--- src/rtl/core/ttuv_pkg.sv ---
package ttuv_pkg;

    // Field widths
    localparam int POS_W = 32;
    localparam int UV_W  = 24;
    localparam int TAN_W = 16;

    // Edge and texture-edge widths (one bit of growth from the subtraction)
    localparam int E_W   = POS_W + 1;
    localparam int D_W   = UV_W + 1;
    localparam int DET_W = 2 * D_W + 1;
    localparam int T_W   = E_W + D_W + 1;
    localparam int MAG_W = T_W;

    // Normalised magnitudes are held below 2^NRM_W
    localparam int NRM_W  = 30;
    localparam int CSH    = 8;
    localparam int S_W    = 2 * NRM_W + 2;
    localparam int ROOT_W = NRM_W + 1;
    localparam int SQ_ITER = S_W / 2;

    // Quotient of (n << FRAC_W) / root never exceeds 2^FRAC_W
    localparam int FRAC_W = TAN_W - 2;
    localparam int QUO_W  = FRAC_W + 1;
    localparam int ONE_Q  = 2 ** FRAC_W;

    // Shared multiplier and subtractor
    localparam int MUL_W  = (E_W > NRM_W + 1) ? E_W : NRM_W + 1;
    localparam int PROD_W = 2 * MUL_W;
    localparam int SUB_W  = ROOT_W + 3;

    // Sequencer counters
    localparam int N_T_OPS = 8;
    localparam int N_S_OPS = 3;
    localparam int OP_W    = $clog2(N_T_OPS + 1);
    localparam int CNT_W   = $clog2((SQ_ITER > QUO_W) ? SQ_ITER : QUO_W);

    typedef logic signed [MUL_W-1:0]  mul_op_t;
    typedef logic signed [PROD_W-1:0] mul_prod_t;

endpackage

--- src/rtl/core/ttuv_mul.sv ---
module ttuv_mul import ttuv_pkg::*; (
    input  logic      aclk,
    input  mul_op_t   mul_a,
    input  mul_op_t   mul_b,
    output mul_prod_t mul_prod
);

    mul_prod_t prod_reg;
    mul_prod_t prod_next;

    // full-width signed product, registered
    assign prod_next = mul_a * mul_b;

    always_ff @(posedge aclk) begin
        prod_reg <= prod_next;
    end

    assign mul_prod = prod_reg;

endmodule

--- config.mk ---
export PLATFORM = sky130hd
export DESIGN_NAME = ttuv_mul
export DESIGN_NICKNAME = d
export VERILOG_FILES = /design/src/rtl/core/ttuv_pkg.sv /design/src/rtl/core/ttuv_mul.sv
export SDC_FILE = /design/constraint.sdc
export NUM_CORES = 2
export LEC_CHECK = 0
export BUFFER_PORTS_ARGS = -buffer_cell sky130_fd_sc_hd__buf_2
export CAP_MARGIN = 5
export CORE_MARGIN = 2
export CORE_UTILIZATION = 57
export CTS_CLUSTER_SIZE = 28
export DETAILED_ROUTE_END_ITERATION = 10
export MAX_ROUTING_LAYER = met4
export PLACE_DENSITY = 0.7
export SLEW_MARGIN = 25
export SYNTH_ARGS = -nofsm -noshare
export SYNTH_HDL_FRONTEND = slang
export SYNTH_SLANG_ARGS = --single-unit
--- constraint.sdc ---
create_clock -name aclk -period 21.1 [get_ports aclk]
set_input_delay 4.22 -clock aclk [delete_from_list [all_inputs] [get_ports aclk]]
set_output_delay 4.22 -clock aclk [all_outputs]
set_load 0.005 [all_outputs]
==> flow_summary.toml <==
[timing]
finalHoldViolations = 0
period_needed_ps = 12160
maxSlewViolCount = 0
maxSlewHeadroom_pct = 37.17
fin_crit_sh_pct = 57.63
fmax_mhz = 82.23
tns_ps = 0
rsz0062_at_grt = "false"
worst_pin_slew_ps = 933.9
report.final.setup_viol = 0

[floorplan]
die-area_um2 = 72960
io_pins = 133
chipWidth_um = 270.1
row_count = 97
die_y_um = 270.1
start_util_pct = 57.64
coreArea_um2 = 70030

[worst_setup_path]
end_kind = "flip-flop"
slowest_stage = "fa_1"
critical_path_peak_fanout = 33
startpoint_type = "input pin"
cp_cell_sequence = "buf_2 -> nand2_1 -> inv_1 -> fa_1 -> fa_1 -> fa_1 -> inv_1 -> fa_1 -> fa_1 -> fa_1 -> fa_1 -> fa_1 -> inv_1 -> ha_1 -> and4_1 -> and3_1 -> a31oi_1 -> o21ai_0 -> a221o_1 -> a31oi_2 -> o211ai_1 -> o41ai_2 -> xnor2_1"
crit_top_cell = "fa_1"
worstPathRequired_ps = 21420
cpPeakStageDelay_ps = 920
path_class = "in2reg"
cp.arrival_ps = 12480

[synth]
synth-warning-count = 0
async_flop_share_pct = 0
synthCells = 4302
ys_types = 61
synth_top_family_by_area = "adder cells"
ys_seq_elements = 66
syn_nets = 5731
syn_area_um2 = 40370
yosys.area_share.simple_pct = 15.38
avgSynthCellArea_um2 = 9.383
synth_edf_count = 0
synth-adder-area-share_pct = 63.51
synth_ff_type = "dfxtp_1"
synth_compound_area_share_pct = 3.599
muxShareOfSynthArea_pct = 0
synthXorXnorAreaFrac_pct = 1.627
synth-seq-area-share_pct = 3.273

[finish]
nFillCells = 6120
largest_register_ffs = 66
diodes = 0
drive_gt1_share_pct = 4.246
fin_nets = 5663
synthToLayoutAreaGrowth_pct = 3.394

[global_routing]
grt_first_pass_wirelength_mm = 169.1
grt-ovfl-total = 0
grt.total_usage_pct = 30.85
grt_pass1_vias = 31320
antenna_found_initial = 2
grt_max_degree = 34

[route]
route.detailed.drc = 0
wire_per_inst_um = 19.81
num_vias = 28103
drtIter0Drc = 1275
via_per_inst = 5.426
firstDrtPassIters = 7
ant_nets = 0
routed_wl_mm = 102.6

[placed_design]
place.gp.congestion = 0.9346
portBuffers = 132
hpwl_mm = 83.84

[cts]
cts_max_level = 3
cts_post_setup_buffers_inserted = 0
clock_sinks = 66
cts_buffers = 9
clk_pin_slew_ps = 70
tritoncts = "done"
cts_root_buffer = "clkbuf_16"
cts.path.max_buffers = 2
cts.hold.buffers_added = 0
post_cts_resize_count = 0

[hold_path]
hold_path.class = "in2reg"

[job]
cap_violations = 0

[status]
status = "finished, final reports clean"
metal layers:
metal,up-vias,global-route usage (%),routed length [um]
met4,0,13.96,5391
met2,813,52.85,53740
met1,14989,36.93,38630
li1,12056,-,-
met3,245,3.289,4817
met5,-,-,0
logic make-up (layout without fill, tap and decap cells):
group / Yosys count / in the layout
AOI/OAI and AO/OA: 217 / 217
adders and majority gates: 1362 / 1362
buffers and inverters: 1354 / 1291
xor gates and xnor gates: 75 / 75
and+or+nand+nor: 1228 / 1228
DFF: 66 / 66
worst paths after layout:
check | start | to | slack [ps] | depth (start not counted)
setup / recovery | mul_a[32] | mul_prod[65]$_DFF_P_ | 8940 | 23
hold / removal | mul_b[0] | mul_prod[0]$_DFF_P_ | 4450 | 2
final cells by class:
type / instances / area, um^2 / area share [%]
multi-input cells: 2882 / 33960 / 81.36
clock inverters: 6 / 66.31 / 0.1589
inverters: 1133 / 4253 / 10.19
flip-flops and latches: 66 / 1321 / 3.166
clock buffers: 10 / 229.0 / 0.5486
well taps: 940 / 1176 / 2.818
repair buffers: 142 / 735.7 / 1.763
cells in the final DEF, fill, tap and decap left out, drive strengths merged, types with 5 or more instances in the layout:
cell type	n
fa	1145
inv	1134
and2	563
nand2	543
ha	217
buf	142
a21oi	73
dfxtp	66
xnor2	55
nor2	47
o21ai	43
a21o	28
xor2	20
nand3	18
a31oi	10
clkbuf	10
nand2b	9
nand4	9
a211oi	9
o21bai	8
nor3	8
o21a	7
and4	7
and3	7
o211ai	7
nor4	5
or2	5
Yosys cell counts (all sizes together) (8+ instances only):
master / count / area (um^2)
a211oi: 9 / 87.59
a21o: 28 / 210.2
a21oi: 73 / 365.4
a31oi: 10 / 68.81
and2: 563 / 3522
clkbuf: 220 / 825.8
dfxtp: 66 / 1321
fa: 1145 / 22920
ha: 217 / 2715
inv: 1133 / 4253
nand2: 543 / 2038
nand2b: 9 / 56.30
nand3: 18 / 90.09
nand4: 9 / 56.30
nor2: 47 / 176.4
nor3: 8 / 45.04
o21ai: 43 / 219.0
o21bai: 8 / 60.06
xnor2: 55 / 481.7
xor2: 20 / 175.2
critical path, delay by kind of cell:
kind,cells,cell delay (ps)
adder cells (fa/ha/maj),9,4870
AO/OA/AOI/OAI,6,1540
buffers and inverters,4,930
AND/OR/NAND/NOR,3,720
XOR/XNOR,1,150
stage by stage:
stage | cells | utilization [%] | setup WS (ps) | cell area [um^2] | hold WS, ps
after floorplan | 4302 | - | 9659 | 40370 | 4347
after global placement | 5163 | 59.18 | 8621 | 41440 | 4597
after detailed placement | 5163 | 59.18 | 8531 | 41440 | 4596
after CTS | 5179 | 59.60 | 8891 | 41740 | 4433
after global routing | 5179 | 59.60 | 8571 | 41740 | 4462
final | 5179 | 59.60 | 8939 | 41740 | 4448
Power is left out: the tool's default activity adds up to more than one toggle a clock period on the data nets, which glitch-free logic cannot reach.
